### src/hw/rtl/rfr_pkg.sv
// Package for the rightmost free-run finder: sizes, request codes and the
// run-tracking types shared by the bitmap, the scan unit and the top level.
// No dependencies.
package rfr_pkg;

	localparam int POSITIONS = 1024;
	localparam int WORD_W    = 8;
	localparam int WORDS     = POSITIONS / WORD_W;
	localparam int IDX_W     = $clog2(POSITIONS);
	localparam int ADDR_W    = $clog2(WORDS);
	localparam int BIT_W     = $clog2(WORD_W);
	localparam int FIELD_W   = 11;
	localparam int TYPE_W    = 2;

	localparam logic [TYPE_W-1:0] REQ_CLEAR  = 2'd0;
	localparam logic [TYPE_W-1:0] REQ_OCCUPY = 2'd1;
	localparam logic [TYPE_W-1:0] REQ_QUERY  = 2'd2;

	// Free run being tracked while scanning from the right.
	typedef struct packed {
		logic [FIELD_W-1:0] run_len;
		logic [FIELD_W-1:0] run_end;
	} run_state_t;

	// What the scan unit reports for one bitmap word.
	typedef struct packed {
		run_state_t         next;
		logic               hit;
		logic [FIELD_W-1:0] hit_end;
	} scan_result_t;

endpackage

### src/hw/rtl/rfr_req_if.sv
// Request channel of the rightmost free-run finder: valid/ready plus fields.
// Depends on rfr_pkg.
interface rfr_req_if;
	import rfr_pkg::*;

	logic               valid;
	logic               ready;
	logic [TYPE_W-1:0]  req_type;
	logic [FIELD_W-1:0] first_pos;
	logic [FIELD_W-1:0] last_pos;
	logic [FIELD_W-1:0] want_length;

	modport source (output valid, output req_type, output first_pos, output last_pos,
		output want_length, input ready);
	modport sink (input valid, input req_type, input first_pos, input last_pos,
		input want_length, output ready);
endinterface

### src/hw/rtl/rfr_res_if.sv
// Result channel of the rightmost free-run finder: valid/ready plus fields.
// Depends on rfr_pkg.
interface rfr_res_if;
	import rfr_pkg::*;

	logic               valid;
	logic               ready;
	logic               found;
	logic [FIELD_W-1:0] window_start;
	logic [FIELD_W-1:0] window_end;

	modport source (output valid, output found, output window_start, output window_end,
		input ready);
	modport sink (input valid, input found, input window_start, input window_end,
		output ready);
endinterface

### src/hw/rtl/rfr_bitmap.sv
// Occupancy bitmap memory, one word per row, with a valid bit per row so a
// clear only has to drop the valid bits. Registered read data. Depends on rfr_pkg.
module rfr_bitmap (
	input  logic                        clk,
	input  logic                        arst_n,
	input  logic                        clear,
	input  logic                        rd_en,
	input  logic [rfr_pkg::ADDR_W-1:0]  rd_addr,
	output logic [rfr_pkg::WORD_W-1:0]  rd_data,
	input  logic                        wr_en,
	input  logic [rfr_pkg::ADDR_W-1:0]  wr_addr,
	input  logic [rfr_pkg::WORD_W-1:0]  wr_data
);
	import rfr_pkg::*;

	logic [WORD_W-1:0] mem [WORDS];
	logic [WORDS-1:0]  row_valid_q;
	logic [WORD_W-1:0] rd_word_q;
	logic              rd_valid_q;

	always_ff @(posedge clk) begin
		if (wr_en) begin
			mem[wr_addr] <= wr_data;
		end
		if (rd_en) begin
			rd_word_q <= mem[rd_addr];
		end
	end

	always_ff @(posedge clk or negedge arst_n) begin
		if (!arst_n) begin
			row_valid_q <= '0;
			rd_valid_q  <= 1'b0;
		end else begin
			if (clear) begin
				row_valid_q <= '0;
			end else if (wr_en) begin
				row_valid_q[wr_addr] <= 1'b1;
			end
			if (rd_en) begin
				rd_valid_q <= row_valid_q[rd_addr];
			end
		end
	end

	// A row never written since the last clear reads as all free.
	assign rd_data = rd_valid_q ? rd_word_q : '0;
endmodule

### src/hw/rtl/rfr_word_scan.sv
// Shared scan unit: walks one bitmap word from its top bit down, carrying the
// current free run, and reports the first run long enough. Depends on rfr_pkg.
module rfr_word_scan (
	input  logic [rfr_pkg::WORD_W-1:0]  word,
	input  logic [rfr_pkg::ADDR_W-1:0]  word_addr,
	input  logic [rfr_pkg::IDX_W-1:0]   limit_idx,
	input  logic [rfr_pkg::FIELD_W-1:0] want,
	input  logic                        is_last,
	input  rfr_pkg::run_state_t         cur,
	output rfr_pkg::scan_result_t       res
);
	import rfr_pkg::*;

	always_comb begin
		logic [FIELD_W-1:0] len;
		logic [FIELD_W-1:0] rend;
		logic [FIELD_W-1:0] pos;
		logic [IDX_W-1:0]   idx;
		logic               hit;
		logic [FIELD_W-1:0] hit_end;
		logic               is_free;
		len     = cur.run_len;
		rend    = cur.run_end;
		hit     = 1'b0;
		hit_end = '0;
		for (int b = WORD_W - 1; b >= 0; b--) begin
			idx     = {word_addr, BIT_W'(b)};
			pos     = FIELD_W'(idx) + FIELD_W'(1);
			is_free = (idx <= limit_idx) && !word[b];
			if (!hit) begin
				if (is_free) begin
					if (len == '0) begin
						rend = pos;
					end
					len = len + FIELD_W'(1);
				end else begin
					if (len >= want) begin
						hit     = 1'b1;
						hit_end = rend;
					end
					len = '0;
				end
			end
		end
		// Position zero acts as an occupied cell that closes the last run.
		if (!hit && is_last && len >= want) begin
			hit     = 1'b1;
			hit_end = rend;
		end
		res.next.run_len = len;
		res.next.run_end = rend;
		res.hit          = hit;
		res.hit_end      = hit_end;
	end
endmodule

### src/hw/rtl/rightmost_free_run_finder.sv
// Rightmost free-run finder top level: request sequencer, count register and
// result register. Depends on rfr_pkg, rfr_req_if, rfr_res_if, rfr_bitmap, rfr_word_scan.
//
// The block keeps an occupancy bitmap over positions 1 to position_count
// (clamped to 1024), stored as 128 words of 8 bits in a single-port-read memory.
// A clear item drops a valid bit per row, so there is no clearing pass after
// reset or after a clear. An occupy item does one read-modify-write per word
// it spans. A query item with a nonzero length and count walks the map from
// the word that holds the configured count down to word 0, one word per cycle,
// through the single read port and one shared word-scan unit, and stops at
// the first run long enough. One item is worked on at a time; the result waits
// in an output register so the next item can be accepted while the result is
// still not taken. Items with an unknown request code are taken and ignored.
// The user must write position_count through cfg_we/cfg_wdata only while the
// block is idle; the block itself does not enforce it.
module rightmost_free_run_finder (
	input  logic                        clk,
	input  logic                        arst_n,
	rfr_req_if.sink                     req,
	rfr_res_if.source                   res,
	input  logic                        cfg_we,
	input  logic [rfr_pkg::FIELD_W-1:0] cfg_wdata
);
	import rfr_pkg::*;

	typedef enum logic [3:0] {
		ST_IDLE = 4'b0001,
		ST_OCC  = 4'b0010,
		ST_QRY  = 4'b0100,
		ST_OUT  = 4'b1000
	} state_t;

	state_t              state_q;
	logic [FIELD_W-1:0]  count_q;
	logic [ADDR_W-1:0]   addr_q;
	logic [ADDR_W-1:0]   end_addr_q;
	logic                issue_q;
	logic [IDX_W-1:0]    lo_q;
	logic [IDX_W-1:0]    hi_q;
	logic [FIELD_W-1:0]  want_q;
	run_state_t          run_q;
	logic                pend_s1;
	logic [ADDR_W-1:0]   addr_s1;
	logic                hit_q;
	logic [FIELD_W-1:0]  hit_start_q;
	logic [FIELD_W-1:0]  hit_end_q;
	logic                res_valid_q;
	logic                res_found_q;
	logic [FIELD_W-1:0]  res_start_q;
	logic [FIELD_W-1:0]  res_end_q;

	// Effective count and the derived occupy interval of the incoming item.
	logic [FIELD_W-1:0]  count_eff;
	logic [IDX_W-1:0]    limit_idx;
	logic [FIELD_W-1:0]  first_adj;
	logic [FIELD_W-1:0]  last_clamped;
	logic [FIELD_W-1:0]  lo_full;
	logic [FIELD_W-1:0]  hi_full;
	logic                occ_empty;
	logic                accept;

	assign count_eff    = (count_q > FIELD_W'(POSITIONS)) ? FIELD_W'(POSITIONS) : count_q;
	assign limit_idx    = IDX_W'(count_eff - FIELD_W'(1));
	assign first_adj    = (req.first_pos == '0) ? FIELD_W'(1) : req.first_pos;
	assign last_clamped = (req.last_pos > count_eff) ? count_eff : req.last_pos;
	assign occ_empty    = (first_adj > last_clamped);
	assign lo_full      = first_adj - FIELD_W'(1);
	assign hi_full      = last_clamped - FIELD_W'(1);

	assign req.ready = (state_q == ST_IDLE);
	assign accept    = req.valid && req.ready;

	// Memory access: one read per cycle while a walk is issuing.
	logic              rd_en;
	logic [WORD_W-1:0] rd_data;
	logic              wr_en;
	logic [WORD_W-1:0] wr_data;
	logic              clear;

	assign rd_en = issue_q && ((state_q == ST_OCC) || (state_q == ST_QRY));
	assign clear = accept && (req.req_type == REQ_CLEAR);
	assign wr_en = pend_s1 && (state_q == ST_OCC);

	// Occupy mask for the word coming back from the memory.
	logic [BIT_W-1:0]  lo_bit;
	logic [BIT_W-1:0]  hi_bit;
	logic [WORD_W-1:0] occ_mask;

	assign lo_bit   = (addr_s1 == lo_q[IDX_W-1:BIT_W]) ? lo_q[BIT_W-1:0] : '0;
	assign hi_bit   = (addr_s1 == hi_q[IDX_W-1:BIT_W]) ? hi_q[BIT_W-1:0] : BIT_W'(WORD_W - 1);
	assign occ_mask = ({WORD_W{1'b1}} << lo_bit)
		& ({WORD_W{1'b1}} >> (BIT_W'(WORD_W - 1) - hi_bit));
	assign wr_data  = rd_data | occ_mask;

	rfr_bitmap u_bitmap (
		.clk     (clk),
		.arst_n  (arst_n),
		.clear   (clear),
		.rd_en   (rd_en),
		.rd_addr (addr_q),
		.rd_data (rd_data),
		.wr_en   (wr_en),
		.wr_addr (addr_s1),
		.wr_data (wr_data)
	);

	scan_result_t scan;

	rfr_word_scan u_scan (
		.word      (rd_data),
		.word_addr (addr_s1),
		.limit_idx (limit_idx),
		.want      (want_q),
		.is_last   (addr_s1 == '0),
		.cur       (run_q),
		.res       (scan)
	);

	logic out_free;
	assign out_free = !res_valid_q || res.ready;

	// Read pipeline: marks which word the registered read data belongs to.
	always_ff @(posedge clk or negedge arst_n) begin
		if (!arst_n) begin
			pend_s1 <= 1'b0;
		end else begin
			pend_s1 <= rd_en;
		end
	end

	always_ff @(posedge clk) begin
		if (rd_en) begin
			addr_s1 <= addr_q;
		end
	end

	// Sequencer.
	always_ff @(posedge clk or negedge arst_n) begin
		if (!arst_n) begin
			state_q     <= ST_IDLE;
			issue_q     <= 1'b0;
			count_q     <= FIELD_W'(POSITIONS);
			res_valid_q <= 1'b0;
		end else begin
			if (cfg_we) begin
				count_q <= cfg_wdata;
			end
			// The output register fills as a query finishes and empties once taken.
			if (state_q == ST_OUT && out_free) begin
				res_valid_q <= 1'b1;
			end else if (res.ready) begin
				res_valid_q <= 1'b0;
			end
			unique case (state_q)
				ST_IDLE: begin
					if (accept) begin
						case (req.req_type)
							REQ_OCCUPY: begin
								if (!occ_empty) begin
									issue_q <= 1'b1;
									state_q <= ST_OCC;
								end
							end
							REQ_QUERY: begin
								if (req.want_length == '0 || count_eff == '0) begin
									state_q <= ST_OUT;
								end else begin
									issue_q <= 1'b1;
									state_q <= ST_QRY;
								end
							end
							default: begin
							end
						endcase
					end
				end
				ST_OCC: begin
					if (rd_en && addr_q == end_addr_q) begin
						issue_q <= 1'b0;
					end
					if (!issue_q && !pend_s1) begin
						state_q <= ST_IDLE;
					end
				end
				ST_QRY: begin
					if ((rd_en && addr_q == '0)
						|| (pend_s1 && (scan.hit || addr_s1 == '0))) begin
						issue_q <= 1'b0;
					end
					if (pend_s1 && (scan.hit || addr_s1 == '0)) begin
						state_q <= ST_OUT;
					end
				end
				ST_OUT: begin
					if (out_free) begin
						state_q <= ST_IDLE;
					end
				end
				default: begin
					state_q <= ST_IDLE;
				end
			endcase
		end
	end

	// Walk address, interval bounds, run tracking and the finished result.
	always_ff @(posedge clk) begin
		if (accept) begin
			want_q      <= req.want_length;
			lo_q        <= IDX_W'(lo_full);
			hi_q        <= IDX_W'(hi_full);
			end_addr_q  <= hi_full[IDX_W-1:BIT_W];
			run_q       <= '0;
			hit_q       <= 1'b0;
			hit_start_q <= '0;
			hit_end_q   <= '0;
			if (req.req_type == REQ_QUERY) begin
				addr_q <= limit_idx[IDX_W-1:BIT_W];
			end else begin
				addr_q <= lo_full[IDX_W-1:BIT_W];
			end
		end else begin
			if (rd_en) begin
				addr_q <= (state_q == ST_QRY) ? addr_q - ADDR_W'(1) : addr_q + ADDR_W'(1);
			end
			if (state_q == ST_QRY && pend_s1) begin
				run_q <= scan.next;
				if (scan.hit) begin
					hit_q       <= 1'b1;
					hit_end_q   <= scan.hit_end;
					hit_start_q <= scan.hit_end - want_q + FIELD_W'(1);
				end
			end
		end
		if (state_q == ST_OUT && out_free) begin
			res_found_q <= hit_q;
			res_start_q <= hit_start_q;
			res_end_q   <= hit_end_q;
		end
	end

	assign res.valid        = res_valid_q;
	assign res.found        = res_found_q;
	assign res.window_start = res_start_q;
	assign res.window_end   = res_end_q;
endmodule

### src/flat_wrapper.sv
// flat-port wrapper written by rule: the top's interface ports become plain ports
module rightmost_free_run_finder_flat import rfr_pkg::*;
  (clk, arst_n, cfg_we, cfg_wdata, req_valid, req_req_type, req_first_pos, req_last_pos, req_want_length, req_ready, res_valid, res_found, res_window_start, res_window_end, res_ready);
  rfr_req_if req_i ();
  rfr_res_if res_i ();
  input  logic clk;
  input  logic arst_n;
  input  logic cfg_we;
  input  logic [rfr_pkg::FIELD_W-1:0] cfg_wdata;
  input wire logic [$bits(req_i.valid)-1:0] req_valid;
  input wire logic [$bits(req_i.req_type)-1:0] req_req_type;
  input wire logic [$bits(req_i.first_pos)-1:0] req_first_pos;
  input wire logic [$bits(req_i.last_pos)-1:0] req_last_pos;
  input wire logic [$bits(req_i.want_length)-1:0] req_want_length;
  output wire logic [$bits(req_i.ready)-1:0] req_ready;
  output wire logic [$bits(res_i.valid)-1:0] res_valid;
  output wire logic [$bits(res_i.found)-1:0] res_found;
  output wire logic [$bits(res_i.window_start)-1:0] res_window_start;
  output wire logic [$bits(res_i.window_end)-1:0] res_window_end;
  input wire logic [$bits(res_i.ready)-1:0] res_ready;
  assign req_i.valid = req_valid;
  assign req_i.req_type = req_req_type;
  assign req_i.first_pos = req_first_pos;
  assign req_i.last_pos = req_last_pos;
  assign req_i.want_length = req_want_length;
  assign req_ready = req_i.ready;
  assign res_valid = res_i.valid;
  assign res_found = res_i.found;
  assign res_window_start = res_i.window_start;
  assign res_window_end = res_i.window_end;
  assign res_i.ready = res_ready;
  rightmost_free_run_finder u_core (.clk(clk), .arst_n(arst_n), .req(req_i), .res(res_i), .cfg_we(cfg_we), .cfg_wdata(cfg_wdata));
endmodule
### config.mk
export PLATFORM = sky130hd
export DESIGN_NAME = rightmost_free_run_finder_flat
export DESIGN_NICKNAME = d
export VERILOG_FILES = /design/src/hw/rtl/rfr_pkg.sv /design/src/hw/rtl/rfr_req_if.sv /design/src/hw/rtl/rfr_res_if.sv /design/src/hw/rtl/rfr_bitmap.sv /design/src/hw/rtl/rfr_word_scan.sv /design/src/hw/rtl/rightmost_free_run_finder.sv /design/src/flat_wrapper.sv
export SDC_FILE = /design/constraint.sdc
export NUM_CORES = 2
export LEC_CHECK = 0
export ABC_AREA = 1
export BUFFER_PORTS_ARGS = -buffer_cell sky130_fd_sc_hd__buf_4
export CORE_AREA = 2 2 334 336
export CTS_CLUSTER_SIZE = 28
export DETAILED_ROUTE_END_ITERATION = 12
export DIE_AREA = 0 0 336 338
export PLACE_DENSITY = 0.7
export SYNTH_ARGS = -nofsm -noshare
export SYNTH_HDL_FRONTEND = slang
export SYNTH_SLANG_ARGS = --single-unit
### constraint.sdc
create_clock -name clk -period 17.1 [get_ports clk]
set_input_delay 5.13 -clock clk [delete_from_list [all_inputs] [get_ports clk]]
set_output_delay 5.13 -clock clk [all_outputs]
set_load 0.05 [all_outputs]
==> reports/metrics.csv <==
metric;value;unit
CTS buffer count;136;
Synth cell types;69;
PD cells;163;mW/mm^2
syn avg cell area;10.4;um^2
Finished Core Util;60.2;%
routed wl met3;15.5;mm
delay of the slowest critical-path stage;0.63;ns
FFs w/ async S/R, synth;11.4;%
final hold slack;0.424;ns
Mapped Cells;5752;
Final Max Tran Viols;0;
IO Port Bufs;75;
drt drc;0;
Worst Setup Path Type;reg -> reg;
hold path start;u_core.hit_start_q[6];
first-pass GRT wire length;260;mm
drt total wl;174;mm
prevailing post-synth register cell;edfxtp_1;
CTS tree;done;
initial DRC count;5558;
die area;0.114;mm^2
num ports;76;
Min-Delay Path Depth;0;
Tot GR Track Use;30.3;%
Final Hold Viols;0;
reg2reg start;u_core.count_q[10];
vias in the first global route;42200;
final setup fails;0;
DR top layer;met4;
DR pass1 iterations;6;
Syn Nets;5984;
Slew headroom;18.3;%
period utilisation layout;90.0;%
nets;5962;
worst path bufs/invs;14;
worst-skew pair later-pin latency;0.75;ns
Met2 Wirelength;82.7;mm
Layout Skew;0.0248;ns
DR WL/cell;23.7;um
largest cells by area after synthesis;edfxtp_1, nor2_1, o21ai_0, dfrtp_1, ha_1;
worst r2r path cells;100;
Synth warnings;0;
Synth top area share;55.1;%
dpl hpwl;105;mm
Data arrival, critical path;16.07;ns
core area;0.110;mm^2
Vias/cell;6.13;
Internal;6.46;mW
maximum clock rate;65.0;MHz
Clk Tree Root Cell;clkbuf_16;
Clock Power Share;26.4;%
WHS Endpoint;u_core.res.window_start[6];
Core Rows;122;
post-synth top area cell;edfxtp_1;
Worst Max-Slew Pin Slew;1.23;ns
Vias;44900;
Reg-to-Reg End;u_core.hit_start_q[10];
Worst path slowest cell;nor3_1;
Top delay family on crit path;simple AND/OR/NAND/NOR gates;
P_leak;26.4;nW
number of max-cap violations;0;
Initial Util;54.4;%
total power;10.8;mW
FILL cells;8826;
Sinks on Clock Net;1292;
cell area after synthesis;0.0599;mm^2
synth-to-layout area growth;10.6;%
Startpoint Class;register;
H-tree depth;4;
initial antenna violation count;0;
Routability Congestion;0.915;
CP Data Required Time;17.78;ns
crit path capture type;register;
Reg power frac;34.8;%
Comb pwr share;38.8;%
register area share after synthesis;62.8;%
largest net degree at the start of global routing;209;
Die H;338;um
worst hold path type;reg -> reg;
Crit path top cell by count;nand2_1;
Chip Width;336;um
Yosys reg bits;1292;
M1 WL;67.9;mm
gr ovfl total;0;
share of post-route cells with drive strength above 1;8.06;%
reg2reg setup slack;1.71;ns
buffer depth of the longest clock path;3;
RSZ-0062 raised after global routing;yes;
Switching Fraction;40.2;%
switching pwr;4.35;mW
Clock transition at path regs;0.06;ns
Post-synth EDFFs;1100;
Antenna Nets Post-Route;0;
outcome;finished clean;
CP max FO;10;
Final Critical Period;15.39;ns
worst IR drop on VDD;0.120;mV
==> synthesized netlist by cell type, types with 4 or more instances <==
| cell type | n |
|---|---|
| nor2_2 | 30 |
| dfrtp_1 | 145 |
| nand2_1 | 457 |
| o22ai_1 | 251 |
| a21oi_1 | 124 |
| inv_2 | 18 |
| a2111oi_0 | 4 |
| buf_1 | 8 |
| nor2_1 | 1329 |
| inv_1 | 293 |
| xnor2_1 | 15 |
| a221oi_1 | 6 |
| nor4_1 | 19 |
| nand2_2 | 11 |
| nand3_1 | 159 |
| mux2i_1 | 4 |
| clkinv_1 | 8 |
| edfxtp_1 | 1100 |
| a21boi_0 | 6 |
| o211ai_1 | 30 |
| nor3_1 | 33 |
| o21ai_1 | 20 |
| o2111ai_1 | 6 |
| a31oi_1 | 12 |
| o221ai_1 | 90 |
| nand4_1 | 42 |
| nand3_2 | 16 |
| a211oi_1 | 7 |
| o21ai_0 | 854 |
| nor2_4 | 11 |
| ha_1 | 179 |
| clkbuf_1 | 303 |
| o31ai_1 | 9 |
| dfxtp_1 | 45 |
| a21o_1 | 4 |
| o32ai_1 | 5 |
| xor2_1 | 42 |
==> metal layers <==
metal | vias to the layer above | GRT usage [%]
met5 | - | 0
met4 | 0 | 12.8
met3 | 404 | 5.17
met2 | 2205 | 49.6
met1 | 21900 | 40.3
li1 | 20500 | -
==> worst max path at each step <==
stage | start | endpoint | slack (ns) | cells past startpoint
4_1_cts | u_core.count_q[10] | u_core.hit_start_q[10] | 1.59 | 100
2_1_floorplan | u_core.count_q[10] | u_core.hit_start_q[10] | 3.80 | 99
3_3_place_gp | u_core.count_q[10] | u_core.hit_start_q[10] | 2.11 | 97
5_1_grt | u_core.count_q[10] | u_core.hit_start_q[9] | -0.05 | 99
3_5_place_dp | u_core.count_q[10] | u_core.hit_start_q[10] | 1.64 | 100
6_report | u_core.count_q[10] | u_core.hit_start_q[10] | 1.71 | 100
==> timing repair <==
action                     CTS  global route
gates resized for setup      0             2
hold buffers                 0             0
buffers inserted             0             6
setup endpoints to repair    0             3
==> flip-flops by register name, summed over array words and instances, names as in the netlist, 7 cells and up <==
register and flops:
u_core.addr_q 7, u_core.addr_s1 7, u_core.count_q 11, u_core.hi_q 10
u_core.hit_end_q 11, u_core.hit_start_q 11, u_core.lo_q 10, u_core.res.window_end 11
u_core.res.window_start 11, u_core.run_q 22, u_core.u_bitmap.mem 1024, u_core.u_bitmap.rd_word_q 8
u_core.u_bitmap.row_valid_q 128, u_core.want_q 11
==> power by group through the flow <==
| stage | clock (mW) | combinational, mW | sequential (mW) |
|---|---|---|---|
| after floorplan | 0 | 2.70 | 3.80 |
| after global placement | 0 | 4.03 | 3.81 |
| after detailed placement | 0 | 4.08 | 3.82 |
| after CTS | 2.87 | 4.10 | 3.76 |
| after global routing | 3.00 | 4.55 | 3.78 |
| final | 2.85 | 4.20 | 3.76 |
==> metrics by stage <==
stage	setup slack, ns	setup TNS (ns)	instances	cell area, um^2
4_1_cts	1.59	0	7324	66200
3_3_place_gp	2.11	0	7074	61900
2_1_floorplan	3.80	0	5752	59900
5_1_grt	-0.0472	-0.0814	7330	66200
6_report	1.71	0	7331	66200
3_5_place_dp	1.64	0	7074	61900
==> kinds of logic (layout without fill, tap and decap cells) <==
logic type                 count (synthesis)  in the layout  synth area share (%)
DFF                                     1292           1292                  62.8
and+or+nand+nor                         2123           2123                  14.6
buffers and inverters                    637            727                  4.04
adders and majority gates                181            181                  3.81
AOI/OAI and AO/OA                       1456           1456                  13.8
other                                      0              1                     0
muxes                                      6              6                 0.104
xor gates and xnor gates                  57             57                 0.833
==> area by class of cell <==
cell class	count	area, um^2	area share (%)
diodes	1	2.50	0.00378
clock buffers	203	3910	5.90
clock inverters	47	379	0.572
inverters	319	1210	1.83
multi-input cells	3823	20000	30.2
flip-flops and latches	1292	37600	56.8
well taps	1488	1860	2.81
repair buffers	158	1250	1.89
==> placed cells by master (no fill, tap or decap), types with 7 or more instances in the layout <==
cell type  instances
a211oi_1           7
a21oi_1          123
a31oi_1           12
buf_4            152
clkbuf_1          47
clkbuf_16        141
clkbuf_8          16
clkinv_1          22
clkinv_2          16
dfrtp_1          145
dfxtp_1           45
edfxtp_1        1100
ha_1             179
inv_1            289
inv_2             18
nand2_1          454
nand2_2           11
nand3_1          159
nand3_2           16
nand4_1           42
nor2_1          1325
nor2_2            31
nor2_4            14
nor3_1            32
nor4_1            18
o211ai_1          30
o21ai_0          852
o21ai_1           20
o221ai_1          90
o22ai_1          249
o31ai_1            9
xnor2_1           15
xor2_1            42
==> worst reg2reg max path: cells and delay by family (launching register included) <==
family	cells	cell delay (ns)
buffers and inverters	14	1.45
adders and majority gates	8	2.03
and+or+nand+nor	54	7.48
AOI/OAI and AO/OA	22	3.51
xor gates and xnor gates	2	0.32
DFF	1	0.51
(Power assumes the default switching activity.)
